File: config.mk
export PLATFORM = sky130hd
export DESIGN_NAME = base64_stream_decoder_core
export DESIGN_NICKNAME = d
export VERILOG_FILES = /design/src/design/b64d_pkg.sv /design/src/design/base64_stream_decoder_core.sv /design/src/design/b64d_front.sv /design/src/design/b64d_queue.sv /design/src/design/b64d_back.sv
export SDC_FILE = /design/constraint.sdc
export NUM_CORES = 1
export LEC_CHECK = 0
export BUFFER_PORTS_ARGS = -buffer_cell sky130_fd_sc_hd__buf_2
export CAP_MARGIN = 10
export CORE_MARGIN = 2
export CORE_UTILIZATION = 55
export CTS_CLUSTER_SIZE = 14
export DETAILED_ROUTE_END_ITERATION = 6
export PLACE_DENSITY = 0.74
export SYNTH_ARGS = -nofsm -noshare
export SYNTH_HDL_FRONTEND = slang
export SYNTH_SLANG_ARGS = --single-unit
File: constraint.sdc
create_clock -name clk -period 6.7 [get_ports clk]
set_input_delay 0.335 -clock clk [delete_from_list [all_inputs] [get_ports clk]]
set_output_delay 0.335 -clock clk [all_outputs]
set_load 0.05 [all_outputs]
File: src/design/b64d_pkg.sv
// shared types, constants and the character classifier for the base64 stream decoder
// no dependencies; used by every module of the decoder
package b64d_pkg;

    localparam int QUEUE_DEPTH = 4;
    localparam int QPTR_W      = $clog2(QUEUE_DEPTH);
    localparam int QCNT_W      = QPTR_W + 1;

    localparam logic [7:0] CH_SPACE = 8'h20;
    localparam logic [7:0] CH_TAB   = 8'h09;
    localparam logic [7:0] CH_CR    = 8'h0D;
    localparam logic [7:0] CH_LF    = 8'h0A;
    localparam logic [7:0] CH_PLUS  = 8'h2B;
    localparam logic [7:0] CH_SLASH = 8'h2F;
    localparam logic [7:0] CH_PAD   = 8'h3D;
    localparam logic [7:0] CH_UC_A  = 8'h41;
    localparam logic [7:0] CH_UC_Z  = 8'h5A;
    localparam logic [7:0] CH_LC_A  = 8'h61;
    localparam logic [7:0] CH_LC_Z  = 8'h7A;
    localparam logic [7:0] CH_D0    = 8'h30;
    localparam logic [7:0] CH_D9    = 8'h39;

    localparam logic [5:0] SX_LC_BASE = 6'd26;
    localparam logic [5:0] SX_DG_BASE = 6'd52;
    localparam logic [5:0] SX_PLUS    = 6'd62;
    localparam logic [5:0] SX_SLASH   = 6'd63;

    typedef enum logic [1:0] {
        ST_OK      = 2'd0,
        ST_BADCHAR = 2'd1,
        ST_BADLEN  = 2'd2
    } status_t;

    typedef struct packed {
        logic       bad;
        logic [5:0] val;
    } sextet_t;

    // one queued job: up to three bytes in emit order, then an optional status
    typedef struct packed {
        logic [7:0] byte0;
        logic [7:0] byte1;
        logic [7:0] byte2;
        logic [1:0] nbytes;
        logic       has_status;
        status_t    status;
    } job_t;

    function automatic sextet_t sextet_of(input logic [7:0] ch);
        sextet_t s;
        s.bad = 1'b0;
        s.val = '0;
        if (ch >= CH_UC_A && ch <= CH_UC_Z)
            s.val = 6'(ch - CH_UC_A);
        else if (ch >= CH_LC_A && ch <= CH_LC_Z)
            s.val = 6'(ch - CH_LC_A) + SX_LC_BASE;
        else if (ch >= CH_D0 && ch <= CH_D9)
            s.val = 6'(ch - CH_D0) + SX_DG_BASE;
        else if (ch == CH_PLUS)
            s.val = SX_PLUS;
        else if (ch == CH_SLASH)
            s.val = SX_SLASH;
        else if (ch == CH_PAD)
            s.val = '0;
        else
            s.bad = 1'b1;
        return s;
    endfunction

endpackage

File: src/design/base64_stream_decoder_core.sv
// top level of the streaming base64 decoder: front end, job queue and back end
// depends on b64d_pkg, b64d_front, b64d_queue and b64d_back
//
// One text character is taken per cycle while the four-entry job queue has room.
// Whitespace is skipped; every fourth counted character of a text with no bad
// character yields a job of up to three decoded bytes, and the character marked
// tlast adds a status transaction (tuser high, tlast high) after them. The back end
// sends one result per cycle while the output is ready; the input stalls only while
// four jobs are queued. A nonzero status means all bytes of that text must be
// discarded.
module base64_stream_decoder_core
    import b64d_pkg::*;
(
    input  logic        clk,
    input  logic        rst_n,
    input  logic        s_axis_tvalid,
    output logic        s_axis_tready,
    input  logic [7:0]  s_axis_tdata,   // in_char [7:0]
    input  logic        s_axis_tlast,
    output logic        m_axis_tvalid,
    input  logic        m_axis_tready,
    output logic [15:0] m_axis_tdata,   // out_byte [7:0], status_code [9:8], zeros
    output logic        m_axis_tuser,   // is_status
    output logic        m_axis_tlast
);

    logic       push;
    job_t       push_job;
    logic       q_full;
    logic       q_empty;
    logic       pop;
    job_t       head_job;
    logic [7:0] out_byte;
    logic [1:0] status_code;

    b64d_front u_front (
        .clk        (clk),
        .rst_n      (rst_n),
        .in_valid   (s_axis_tvalid),
        .in_ready   (s_axis_tready),
        .in_char    (s_axis_tdata),
        .is_final   (s_axis_tlast),
        .queue_full (q_full),
        .push       (push),
        .push_job   (push_job)
    );

    b64d_queue u_queue (
        .clk      (clk),
        .rst_n    (rst_n),
        .push     (push),
        .push_job (push_job),
        .full     (q_full),
        .pop      (pop),
        .empty    (q_empty),
        .head_job (head_job)
    );

    b64d_back u_back (
        .clk         (clk),
        .rst_n       (rst_n),
        .q_empty     (q_empty),
        .head_job    (head_job),
        .pop         (pop),
        .out_valid   (m_axis_tvalid),
        .out_ready   (m_axis_tready),
        .out_byte    (out_byte),
        .is_status   (m_axis_tuser),
        .status_code (status_code),
        .run_end     (m_axis_tlast)
    );

    assign m_axis_tdata = {6'd0, status_code, out_byte};

    // status transactions are exactly the end-of-text ones
    assert property (@(posedge clk) disable iff (!rst_n)
        m_axis_tvalid |-> (m_axis_tuser == m_axis_tlast))
        else $error("status flag and end marker disagree");

    // data bytes carry no status code
    assert property (@(posedge clk) disable iff (!rst_n)
        (m_axis_tvalid && !m_axis_tuser) |-> (m_axis_tdata[9:8] == ST_OK))
        else $error("data transaction with nonzero status");

    // status transactions carry a defined code and a zero byte
    assert property (@(posedge clk) disable iff (!rst_n)
        (m_axis_tvalid && m_axis_tuser) |->
            (m_axis_tdata[9:8] != 2'd3) && (m_axis_tdata[7:0] == 8'd0))
        else $error("malformed status transaction");

    // a full queue never accepts a character
    assert property (@(posedge clk) disable iff (!rst_n)
        q_full |-> !s_axis_tready)
        else $error("input accepted while the job queue is full");

endmodule

File: src/design/b64d_front.sv
// front end: accepts characters, tracks the group state and builds jobs
// depends on b64d_pkg
module b64d_front
    import b64d_pkg::*;
(
    input  logic       clk,
    input  logic       rst_n,
    input  logic       in_valid,
    output logic       in_ready,
    input  logic [7:0] in_char,
    input  logic       is_final,
    input  logic       queue_full,
    output logic       push,
    output job_t       push_job
);

    logic [1:0]  group_pos_reg, group_pos_next;
    logic [17:0] held_reg, held_next;
    logic        third_pad_reg, third_pad_next;
    logic        bad_reg, bad_next;

    logic        accept;
    logic        is_ws;
    logic        is_pad;
    sextet_t     sx;
    logic [5:0]  v;
    logic [5:0]  sa, sb, sc;
    logic [7:0]  byte0, byte1, byte2;
    logic        emit;
    logic        pad4;

    assign in_ready = !queue_full;
    assign accept   = in_valid && in_ready;

    always_comb
    begin
        is_ws  = (in_char == CH_SPACE) || (in_char == CH_TAB) ||
                 (in_char == CH_CR) || (in_char == CH_LF);
        is_pad = (in_char == CH_PAD);
        sx     = sextet_of(in_char);
        v      = sx.bad ? 6'd0 : sx.val;
        sa     = held_reg[17:12];
        sb     = held_reg[11:6];
        sc     = held_reg[5:0];
        byte0  = {sa, sb[5:4]};
        byte1  = {sb[3:0], sc[5:2]};
        byte2  = {sc[1:0], v};

        group_pos_next = group_pos_reg;
        held_next      = held_reg;
        third_pad_next = third_pad_reg;
        bad_next       = bad_reg;
        emit           = 1'b0;
        pad4           = is_pad;

        if (!is_ws)
        begin
            bad_next = bad_reg | sx.bad;
            case (group_pos_reg)
                2'd0:
                begin
                    held_next      = {v, 12'd0};
                    third_pad_next = 1'b0;
                end
                2'd1:
                begin
                    held_next = held_reg | {6'd0, v, 6'd0};
                end
                2'd2:
                begin
                    held_next      = held_reg | {12'd0, v};
                    third_pad_next = is_pad;
                end
                2'd3:
                begin
                    emit = !(bad_reg | sx.bad);
                end
                default:
                begin
                    held_next = held_reg;
                end
            endcase
            group_pos_next = group_pos_reg + 2'd1;
        end

        push_job.byte0      = byte0;
        push_job.byte1      = third_pad_reg ? byte2 : byte1;
        push_job.byte2      = byte2;
        push_job.nbytes     = emit ? (2'd1 + {1'b0, !third_pad_reg} + {1'b0, !pad4}) : 2'd0;
        push_job.has_status = is_final;
        if (bad_next)
            push_job.status = ST_BADCHAR;
        else if (group_pos_next != 2'd0)
            push_job.status = ST_BADLEN;
        else
            push_job.status = ST_OK;

        push = accept && (emit || is_final);
    end

    always_ff @(posedge clk or negedge rst_n)
    begin
        if (!rst_n)
        begin
            group_pos_reg <= '0;
            held_reg      <= '0;
            third_pad_reg <= 1'b0;
            bad_reg       <= 1'b0;
        end
        else if (accept)
        begin
            if (is_final)
            begin
                group_pos_reg <= '0;
                held_reg      <= '0;
                third_pad_reg <= 1'b0;
                bad_reg       <= 1'b0;
            end
            else
            begin
                group_pos_reg <= group_pos_next;
                held_reg      <= held_next;
                third_pad_reg <= third_pad_next;
                bad_reg       <= bad_next;
            end
        end
    end

endmodule

File: src/design/b64d_queue.sv
// short job queue between the front and back ends
// depends on b64d_pkg
module b64d_queue
    import b64d_pkg::*;
(
    input  logic clk,
    input  logic rst_n,
    input  logic push,
    input  job_t push_job,
    output logic full,
    input  logic pop,
    output logic empty,
    output job_t head_job
);

    job_t              q_mem [QUEUE_DEPTH];
    logic [QPTR_W-1:0] wr_ptr_reg;
    logic [QPTR_W-1:0] rd_ptr_reg;
    logic [QCNT_W-1:0] count_reg, count_next;
    logic              do_pop;

    assign full     = (count_reg == QCNT_W'(QUEUE_DEPTH));
    assign empty    = (count_reg == '0);
    assign head_job = q_mem[rd_ptr_reg];
    assign do_pop   = pop && !empty;

    always_comb
    begin
        count_next = count_reg;
        if (push && !do_pop)
            count_next = count_reg + QCNT_W'(1);
        else if (!push && do_pop)
            count_next = count_reg - QCNT_W'(1);
    end

    always_ff @(posedge clk)
    begin
        if (push)
            q_mem[wr_ptr_reg] <= push_job;
    end

    always_ff @(posedge clk or negedge rst_n)
    begin
        if (!rst_n)
        begin
            wr_ptr_reg <= '0;
            rd_ptr_reg <= '0;
            count_reg  <= '0;
        end
        else
        begin
            if (push)
                wr_ptr_reg <= wr_ptr_reg + QPTR_W'(1);
            if (do_pop)
                rd_ptr_reg <= rd_ptr_reg + QPTR_W'(1);
            count_reg <= count_next;
        end
    end

endmodule

File: src/design/b64d_back.sv
// back end: holds one job and sends its results one transaction per cycle while the output is ready
// depends on b64d_pkg
module b64d_back
    import b64d_pkg::*;
(
    input  logic       clk,
    input  logic       rst_n,
    input  logic       q_empty,
    input  job_t       head_job,
    output logic       pop,
    output logic       out_valid,
    input  logic       out_ready,
    output logic [7:0] out_byte,
    output logic       is_status,
    output logic [1:0] status_code,
    output logic       run_end
);

    job_t       job_reg;
    logic       valid_reg;
    logic [1:0] idx_reg;
    logic [2:0] total;
    logic       last;
    logic       is_data;

    always_comb
    begin
        total   = {1'b0, job_reg.nbytes} + {2'd0, job_reg.has_status};
        last    = (({1'b0, idx_reg} + 3'd1) == total);
        is_data = (idx_reg < job_reg.nbytes);
        case (idx_reg)
            2'd0:    out_byte = job_reg.byte0;
            2'd1:    out_byte = job_reg.byte1;
            2'd2:    out_byte = job_reg.byte2;
            default: out_byte = 8'd0;
        endcase
        if (!is_data)
            out_byte = 8'd0;
        is_status   = !is_data;
        status_code = is_data ? ST_OK : job_reg.status;
        run_end     = !is_data;
        pop         = !valid_reg || (out_ready && last);
    end

    assign out_valid = valid_reg;

    always_ff @(posedge clk)
    begin
        if (pop && !q_empty)
            job_reg <= head_job;
    end

    always_ff @(posedge clk or negedge rst_n)
    begin
        if (!rst_n)
        begin
            valid_reg <= 1'b0;
            idx_reg   <= '0;
        end
        else if (pop)
        begin
            valid_reg <= !q_empty;
            idx_reg   <= '0;
        end
        else if (out_ready)
        begin
            idx_reg <= idx_reg + 2'd1;
        end
    end

endmodule

# ---- After elaboration in Yosys (flattened, before gate mapping)
# Memories as Yosys holds them, arrays and structs flattened. A register that Yosys moved wholly into a read port is not among the register bits.
# Index checks and enable logic that the tools add are counted.
dict set report word_totals {
  output_inout_bits 20
  reg_bits 32
  ram_bits 116
  wordCells 120
  mem_count 1
  mem_bits_ro 0
  latchBits 0
  input_bits 13
}
# memory words word_bits rd rd_ports_with_merged_regs write_ports line
set memory_table {}
lappend memory_table {u_queue.q_mem 4 29 1 1 1 b64d_queue.sv:16} ;# job_t q_mem [QUEUE_DEPTH];
dict set report classes {
  addsub 15
  shift 0
  eq_ne 15
  n_mux 37
  order_cmp 7
  reduce_logical 33
  n_bitwise 3
  n_div 0
  multipliers 0
}
# op n
set op_table {}
lappend op_table {{$pmux W18 S3} 1}
lappend op_table {{$mux W18} 2}
lappend op_table {{$mux W6} 6}
lappend op_table {{$eq A8 B6 Y1 const B} 4}
lappend op_table {{$eq A8 B4 Y1 const B} 3}
lappend op_table {{$pmux W8 S3} 1}
lappend op_table {{$or A18 B12 Y18} 1}
lappend op_table {{$or A18 B6 Y18} 1}
lappend op_table {{$ge A8 B7 Y1 const B} 2}
lappend op_table {{$le A8 B7 Y1 const B} 2}
lappend op_table {{$mux W2} 8}
lappend op_table {{$mux W8} 2}
lappend op_table {{$mux W1} 14}
lappend op_table {{$sub A6 B6 Y6 const B} 2}
lappend op_table {{$logic_and A1 B1 Y1} 9}
lappend op_table {{$logic_not A1 Y1} 9}
lappend op_table {{$add A2 B1 Y2 const B} 4}
lappend op_table {{$ge A8 B6 Y1 const B} 1}
lappend op_table {{$le A8 B6 Y1 const B} 1}
lappend op_table {{$add A6 B5 Y6 const B} 1}
lappend op_table {{$add A6 B6 Y6 const B} 1}
lappend op_table {{$eq A2 B2 Y1 const B} 3}
lappend op_table {{$mux W3} 2}
lappend op_table {{$reduce_and A3 Y1} 2}
lappend op_table {{20 further kinds} 28}

# ---- Depth between registers and ports, before layout
# Gate-level depths: netlist (run 1).
dict set report logic_depth {
  word_depth 17
  mapped_depth 13
  mapped_depth_nobuf 13
}

# ---- Cells and area by module
# A second synthesis (run 1) with hierarchy kept.
dict set report unflattened {
  cells_unflattened 494
  hier_area_um2 7921.3
}
# module cells_each seq_area_each_um2 area_each_um2 n_inst
set by_module_without_submodules {}
lappend by_module_without_submodules {b64d_queue 185 3658.5 4584.4 1}
lappend by_module_without_submodules {b64d_front 220 550.5 1960.6 1}
lappend by_module_without_submodules {b64d_back 82 945.9 1327.5 1}
lappend by_module_without_submodules {base64_stream_decoder_core 7 0.0 48.8 1}

# ---- Worst setup path after synthesis (run 1)
# No wires, ideal clock.
dict set report synth_path {
  kind {register to register}
  from {reg, netlist name u_back.job_reg[3]}
  to {reg u_queue.count_reg[1]}
  t_required_ns 6.575
  n_path_buf 0
  arrival_ns 3.257
  period_less_slack_ns 3.382
  setup_ns 0.125
  stages_incl_launch_ff 11
  setup_slack_ns 3.318
  cell_sequence {edfxtp_1 -> ha_1 -> ha_1 -> xor2_1 -> o41ai_2 -> o31a_1 -> inv_1 -> ha_1 -> inv_1 -> fa_1 -> mux2_2}
}
dict set report synth_between {
  elab_chain_cells 8
  word_cells_on_any_way 10
  cone_classes {add/sub (1); eq/ne (1); mux (1); reduce/logical (7)}
}
# item line
set synth_rtl {}
lappend synth_rtl {{$add A2 B1 Y3} b64d_back.sv:28} ;# total = {1'b0, job_reg.nbytes} + {2'd0, job_reg.has_status};
lappend synth_rtl {{$eq A3 B3 Y1} b64d_back.sv:29} ;# last = (({1'b0, idx_reg} + 3'd1) == total);
lappend synth_rtl {{$logic_and A1 B1 Y1} b64d_back.sv:42} ;# pop = !valid_reg || (out_ready && last);
lappend synth_rtl {{$logic_or A1 B1 Y1} b64d_back.sv:42}
lappend synth_rtl {{$logic_and A1 B1 Y1} b64d_queue.sv:25} ;# assign do_pop = pop && !empty;
lappend synth_rtl {{net u_queue.do_pop} b64d_queue.sv:20} ;# logic do_pop;
lappend synth_rtl {{$logic_not A1 Y1} b64d_queue.sv:30} ;# if (push && !do_pop)
lappend synth_rtl {{$logic_and A1 B1 Y1} b64d_queue.sv:30}
lappend synth_rtl {{$mux W3} b64d_queue.sv:30}
lappend synth_rtl {{net u_queue.count_next[1]} b64d_queue.sv:19} ;# logic [QCNT_W-1:0] count_reg, count_next;
lappend synth_rtl {{to (signal assigned)} b64d_queue.sv:56} ;# count_reg <= count_next;
lappend synth_rtl {{to (decl)} b64d_queue.sv:19}
# The timed path passes the listed nets, and every way through them passes these cells.
# A chain may end at the register's enable or synchronous reset.

# ---- Worst setup path in the final report (run 1)
dict set report layout_path {
  from {reg u_back.idx_reg[0]}
  to {reg u_queue.count_reg[1]}
}
dict set report layout_between {
  elab_chain_cells 8
  word_cells_on_any_way 10
  cone_classes {add/sub (1); eq/ne (1); mux (1); reduce/logical (7)}
}
# item line
set layout_rtl {}
lappend layout_rtl {{from (decl)} b64d_back.sv:21} ;# logic [1:0] idx_reg;
lappend layout_rtl {{from (signal assigned)} b64d_back.sv:67} ;# idx_reg <= idx_reg + 2'd1;
lappend layout_rtl {{$add A2 B1 Y3} b64d_back.sv:29}
lappend layout_rtl {{$eq A3 B3 Y1} b64d_back.sv:29}
lappend layout_rtl {{$logic_and A1 B1 Y1} b64d_back.sv:42}
lappend layout_rtl {{$logic_or A1 B1 Y1} b64d_back.sv:42}
lappend layout_rtl {{$logic_and A1 B1 Y1} b64d_queue.sv:25}
lappend layout_rtl {{net u_queue.do_pop} b64d_queue.sv:20}
lappend layout_rtl {{$logic_not A1 Y1} b64d_queue.sv:30}
lappend layout_rtl {{$logic_and A1 B1 Y1} b64d_queue.sv:30}
lappend layout_rtl {{$mux W3} b64d_queue.sv:30}
lappend layout_rtl {{net u_queue.count_next[1]} b64d_queue.sv:19}
# The timed path passes the listed nets, and every way through them passes these cells.

==> results.md, run 1 <==
* # Post-CTS Setup Buffers at 0
* Largest net degree at the start of global routing at 33
* Wire length per cell at about 21 microns
* Via count at between 4k and 5k
* Detail Placement HPWL at between 10,000 and 15,000 microns
* Power per Cell Area at 428.1 mW/mm^2
* VDD IR-drop max at between 0.0002 and 0.00025 V
* GPL Wtd Cong at roughly 0.92
* First-pass GRT wire length at between 20,000 and 30,000 microns
* Arr. time, crit path at roughly 3600 ps
* CP max FO at 32
* Biggest area consumer among synthesized cells: edfxtp_1
* CTS sink cnt at between 150 and 200
* Post-synthesis sequential area ratio at 64.75%
* Worst-path clk slew at about 70 ps
* Setup crit end kind: flip-flop
* Setup WS pre-CTS at between 3000 and 4000 ps
* WS Path Type: flip-flop to flip-flop
* Post-synth top cells: edfxtp_1, dfrtp_1, mux4_2
* Die Span Y at roughly 120 microns
* HP Start: m_axis_tready
* Die area at about 0.015 sq mm
* Antenna Cells at 0
* Antenna viol nets, final at 0
* Starting Density at a little under three fifths
* Final Cell Area at between 0.008 and 0.009 sq mm
* Pleak at roughly 3.3 nW
* Largest cells by area after synthesis: edfxtp_1, dfrtp_1, mux4_2
* Max Cap Viol at 0
* P&R area growth vs syn at 11.71%
* Reg2Reg Setup Slack at between 3000 and 4000 ps
* Gr usage total at 21.05%
* Post-synth top area share at between 50 and 60%
* Register bit total from synthesis at 177
* # rows at 43
* Share of cells above drive strength 1 at 23.54%
* Setup total negative slack at 0 ps
* Nets at roughly 580
* Worst-Skew Late Latency at roughly 430 ps
* Number of flops mapped to enable cells by yosys at 145
* Cell Area, Synth at between 0.007 and 0.008 sq mm
* Core Area at between 0.01 and 0.015 sq mm
* Setup Viol. Count Final at 0
* Critical Path Start Type: flip-flop
* Number of library cell types mapped by synthesis at 74
* Slew margin rel. at 26.29%
* Inserted Clock Buffers at 17
* Initial antenna violation count at 0
* Cell area after placement at just over 0.008 sq mm
* Drt drc at 0
* Syn_area_per_cell at roughly 16 sq um
* CTS tree: built
* Synth Instances at 502
* Hold path depth at 3
* Max-slew violation count at 0
* Synth Flop Type: edfxtp_1
* RSZ-0062 raised after global routing: no
* Die width at approximately 120 microns
* Fmax at between 300 and 400 MHz
* Post-route clock period utilization at between 40% and 50%
* Hold path endpoint: u_back.idx_reg[0]
* DRT Wirelength at between 15,000 and 20,000 microns
* Max Clock Skew at between 10 and 15 ps
* Status: finished, final reports clean
* RR Startpoint: u_back.idx_reg[0]
* Ports at 33
* Fin crit period at ~3300 ps
* HP Class: input port to flip-flop
* H-tree Lvls at 4
* Buffers on Ports at 26
* CTS max path bufs at 2
* GRT overflow at 0
* FF-to-FF path depth at 11
* Core Util, Final at between 60 and 70%
* Vias in the first global route at approximately 4.6k
* Yosys warns at 0
* Pre-antenna DRT Iters at 5
* Clock Root Buffer: clkbuf_16
* Vias per cell at just over 6
* Final Hold Vio Count at 0
* 1st-iter DRT viols at 452
* Worst-Margin Slew at 1106 ps
* R2r endpoint: u_queue.count_reg[1]
* Max reg flops at roughly 120
* Required @ worst endpoint at ~7000 ps
* Async SR Flop Fraction at approximately 18%
* Setup ws final at 3423 ps
* Most frequent cell after synthesis: edfxtp_1
==> report_power, final <==
| part | leakage, nW | total [W] | switching (W) | internal [W] |
|---|---|---|---|---|
| Combinational | 1.22 | 0.00117 | 0.000744 | 0.000426 |
| Sequential | 1.76 | 0.00161 | 0.000155 | 0.00146 |
| Clock | 0.291 | 0.00102 | 0.000411 | 0.000612 |
| Total | 3.28 | 0.00381 | 0.00131 | 0.00250 |
==> layout make-up <==
class                           instances  area, sq um
Multi-Input combinational cell        279         2599
Tap cell                              180        225.2
Sequential cell                       177         5156
Timing Repair Buffer                   33        185.2
Fill cell                             967         5095
Clock inverter                         14        176.4
Clock buffer                           18        450.4
Inverter                               27        101.3
==> worst max-delay path by stage <==
stage / startpoint / end / slack [ps] / depth (start not counted)
2_1_floorplan: u_back.job_reg[3] / u_queue.count_reg[1] / 3320 / 10
3_3_place_gp: s_axis_tdata[2] / u_queue.count_reg[2] / 3340 / 14
3_5_place_dp: s_axis_tdata[2] / u_queue.count_reg[2] / 3210 / 14
4_1_cts: u_back.idx_reg[0] / u_queue.count_reg[1] / 3370 / 11
5_1_grt: u_back.idx_reg[0] / u_queue.count_reg[1] / 3150 / 11
6_report: u_back.idx_reg[0] / u_queue.count_reg[1] / 3420 / 11
==> cell families after synthesis <==
logic type                 count (synthesis)  synth area share, %
other                                      1              0.04710
xor gates and xnor gates                  13                1.430
muxes                                     39                9.602
DFF                                      177                64.75
and+or+nand+nor                          103                7.119
AOI/OAI and AO/OA                         90                9.587
buffers and inverters                     51                2.970
adders and majority gates                 28                4.495
==> worst max-delay path, cell delays in order, from the launching register on <==
cell and delay, ps:
dfrtp_1 450, inv_1 110, ha_1 340, xor2_1 180
o41ai_2 410, o31a_1 220, buf_4 400, inv_1 90
ha_1 220, inv_1 70, fa_1 400, mux2_2 270
==> cells in the final DEF, fill, tap and decap left out, types with 4 or more instances in the layout <==
| master | n |
|---|---|
| nand2_1 | 24 |
| nor2_2 | 5 |
| nand4_1 | 4 |
| conb_1 | 6 |
| inv_1 | 25 |
| xor2_1 | 6 |
| nand2b_1 | 5 |
| o21ai_0 | 9 |
| mux4_2 | 29 |
| nor3_1 | 5 |
| a21oi_1 | 8 |
| o21ai_1 | 5 |
| dfrtp_1 | 31 |
| nor2_1 | 24 |
| o21a_1 | 7 |
| edfxtp_1 | 145 |
| a222oi_1 | 8 |
| xnor2_1 | 7 |
| a22o_1 | 8 |
| nand3_1 | 5 |
| buf_2 | 26 |
| nor2b_1 | 6 |
| buf_4 | 6 |
| mux2_2 | 8 |
| clkbuf_16 | 18 |
| and3_1 | 4 |
| ha_1 | 27 |
| clkinvlp_4 | 5 |
==> metrics by stage <==
stage                     hold WS (ps)  total power, W  std cells
after global placement           454.1        0.002770        695
after floorplan                  39.41        0.002505        507
after global routing             226.8        0.003987        728
after CTS                        206.0        0.003839        728
final                            226.3        0.003807        728
after detailed placement         462.8        0.002815        695
==> timing repair <==
item	in CTS	in global routing
resized for setup	0	0
hold endpoints to repair	1	0
hold buffers	1	0
==> per-layer routing <==
layer	track usage [%]	up-vias	share of wire (%)
li1	-	2022	-
met5	0	-	0
met3	4.210	12	5.2
met4	5.552	0	0.85
met1	29.28	2248	44
met2	34.46	168	50
Note: power is estimated with default switching activity, not from simulation.
==> run 2: changes to the inputs <==
Settings changed: PLACE_DENSITY 0.74 to 0.77.
Clock period 6.7 ns to 2.7 ns, I/O delays scaled along.
==> results.md, run 2 (synthesis gave the netlist of run 1 again) <==
* Die Span Y at 124.3 microns (unchanged)
* Max Cap Viol at 0 (unchanged)
* Hold path depth at 3 (unchanged)
* Fmax at 375.8 MHz (+23%)
* CTS max path bufs at 2 (unchanged)
* Drt drc at 0 (unchanged)
* Final Hold Vio Count at 0 (unchanged)
* Cell area after placement at 0.008518 sq mm (+3.2%)
* Nets at 600 (+4.2%)
* Status: finished, final reports clean
* Via count at 4,597 (+3.3%)
* Detail Placement HPWL at 10,960 microns (+8.4%)
* P&R area growth vs syn at 14.68%
* GRT overflow at 0 (unchanged)
* # rows at 43 (unchanged)
* Setup crit end kind: flip-flop
* Die area at 0.01545 sq mm (unchanged)
* Buffers on Ports at 26 (unchanged)
* Power per Cell Area at 1035 mW/mm^2 (+140%)
* Worst-path clk slew at 60 ps (about the same)
* Core Area at 0.01399 sq mm (unchanged)
* CTS sink cnt at 177 (unchanged)
* Initial antenna violation count at 0 (unchanged)
* Vias per cell at 6.113 (about the same)
* Worst-Skew Late Latency at 420 ps (about the same)
* Fin crit period at 2661 ps (-615.8 ps)
* GPL Wtd Cong at 0.9429 (+2.3%)
* DRT Wirelength at 16,300 microns (+4.2%)
* Final Cell Area at 0.009130 sq mm (+2.7%)
* Required @ worst endpoint at 3010 ps (-4000 ps)
* Share of cells above drive strength 1 at 27.27% (+3.7 points)
* Most frequent cells in the layout: edfxtp_1, dfrtp_1, mux4_2
* HP Class: input port to flip-flop
* Antenna Cells at 0 (unchanged)
* First-pass GRT wire length at 26,020 microns (+4.1%)
* FILL cells at 937 (-3.1%)
* Gr usage total at 22.01% (+0.96 points)
* Ports at 33 (unchanged)
* Max Clock Skew at 13.03 ps (-0.3430 ps)
* VDD IR-drop max at 0.0004910 V (+98%)
* Die width at 124.3 microns (unchanged)
* FF-to-FF path depth at 10 (-1)
* WS Path Type: flip-flop to flip-flop
* Placed Instances at 716 (+3.0%)
* Post-route clock period utilization at 98.56% (+50 points)
* Starting Density at 56.91% (unchanged)
* Max reg flops at 116 (unchanged)
* Layout Cells excl Fill at 752 (+3.3%)
* CTS tree: built
* CP max FO at 2 (-94%)
* Slew margin rel. at 47.55% (+21 points)
* Arr. time, crit path at 2970 ps (-620 ps)
* Clock Root Buffer: clkbuf_16
* Pre-antenna DRT Iters at 5 (unchanged)
* Most common cell after layout, fill and taps aside: edfxtp_1
* Vias in the first global route at 4,695 (+2.6%)
* Critical Path Start Type: flip-flop
* Wire length per cell at 21.67 microns (+0.89%)
* Largest net degree at the start of global routing at 33 (unchanged)
* Max-slew violation count at 0 (unchanged)
* H-tree Lvls at 4 (unchanged)
* Worst hold slack at 33.30 ps (-193.0 ps)
* Setup Viol. Count Final at 0 (unchanged)
* Reg2Reg Setup Slack at 40 ps (-3380 ps)
* Worst-Margin Slew at 786.7 ps (-319.0 ps)
* Antenna viol nets, final at 0 (unchanged)
* Pleak at 3.394 nW (+3.6%)
* Inserted Clock Buffers at 17 (unchanged)
* 1st-iter DRT viols at 574 (+27%)
[run 2: cell count changes in the layout (fill, tap and decap cells not counted), sizes merged]
cell / previous run / this run
clkinv: 4 / 3
bufinv: 3 / 1
clkinvlp: 5 / 3
clkbuf: 18 / 20
buf: 32 / 56
inv: 29 / 32
[run 2: timing repair]
item / CTS / global route
pin swaps: 0 / 3
hold buffers: 1 / 0
resized for setup: 1 / 7
setup endpoints to repair: 1 / 2
setup buffers: 0 / 3
hold endpoints to repair: 32 / 0
[run 2: critical path, stage by stage (launching register included)]
cell,delay (ps)
edfxtp_1,410
ha_2,210
ha_2,170
xor2_1,140
o41ai_2,440
o31a_4,220
inv_2,40
ha_4,160
inv_2,60
fa_1,410
mux2_4,280
[run 2: per-stage QoR]
step | utilization [%] | total power, W | TNS, ps | setup WS (ps)
after CTS | 64.96 | 0.009426 | 0 | 7.076
final | 65.27 | 0.009450 | 0 | 38.79
after detailed placement | 60.89 | 0.007135 | -47.40 | -47.40
after global routing | 65.27 | 0.009897 | -44.43 | -44.43
after floorplan | - | 0.006236 | -155.0 | -155.0
after global placement | 60.89 | 0.007029 | 0 | 88.67
[run 2: worst paths after layout]
kind,startpoint,endpoint
setup / recovery,u_back.job_reg[3],u_queue.count_reg[1]
hold / removal,m_axis_tready,u_back.idx_reg[1]
setup reg to reg,u_back.job_reg[3],u_queue.count_reg[1]
hold reg to reg,u_front.held_reg[7],u_front.held_reg[7]
max in group asynchronous,rst_n,u_back.idx_reg[0]
min in group asynchronous,rst_n,u_front.held_reg[16]
[run 2: area by class of cell]
type	count	area, sq um	area share, %
sequential	177	5157	56.49
multi-input combinational	279	2649	29.01
timing repair buffer	57	440.4	4.824
clock buffer	20	436.7	4.783
tap	180	225.2	2.467
clock inverter	12	120.1	1.316
inverter	27	101.3	1.110
[run 2: routing by layer]
metal  track usage [%]  part of all wire (%)  vias to the layer above
li1                  -                     -                     2070
met1             30.48                    44                     2336
met2             34.94                    49                      167
met3             5.026                   5.3                       24
met4             7.403                   2.0                        0
met5                 0                     0                        -
[run 2: where the power goes]
part           switching [W]  leakage, nW  total, W  internal [W]
logic                0.00191         1.37   0.00315       0.00124
clock network        0.00101        0.262   0.00230       0.00129
registers           0.000371         1.76   0.00400       0.00362
total                0.00330         3.39   0.00945       0.00615
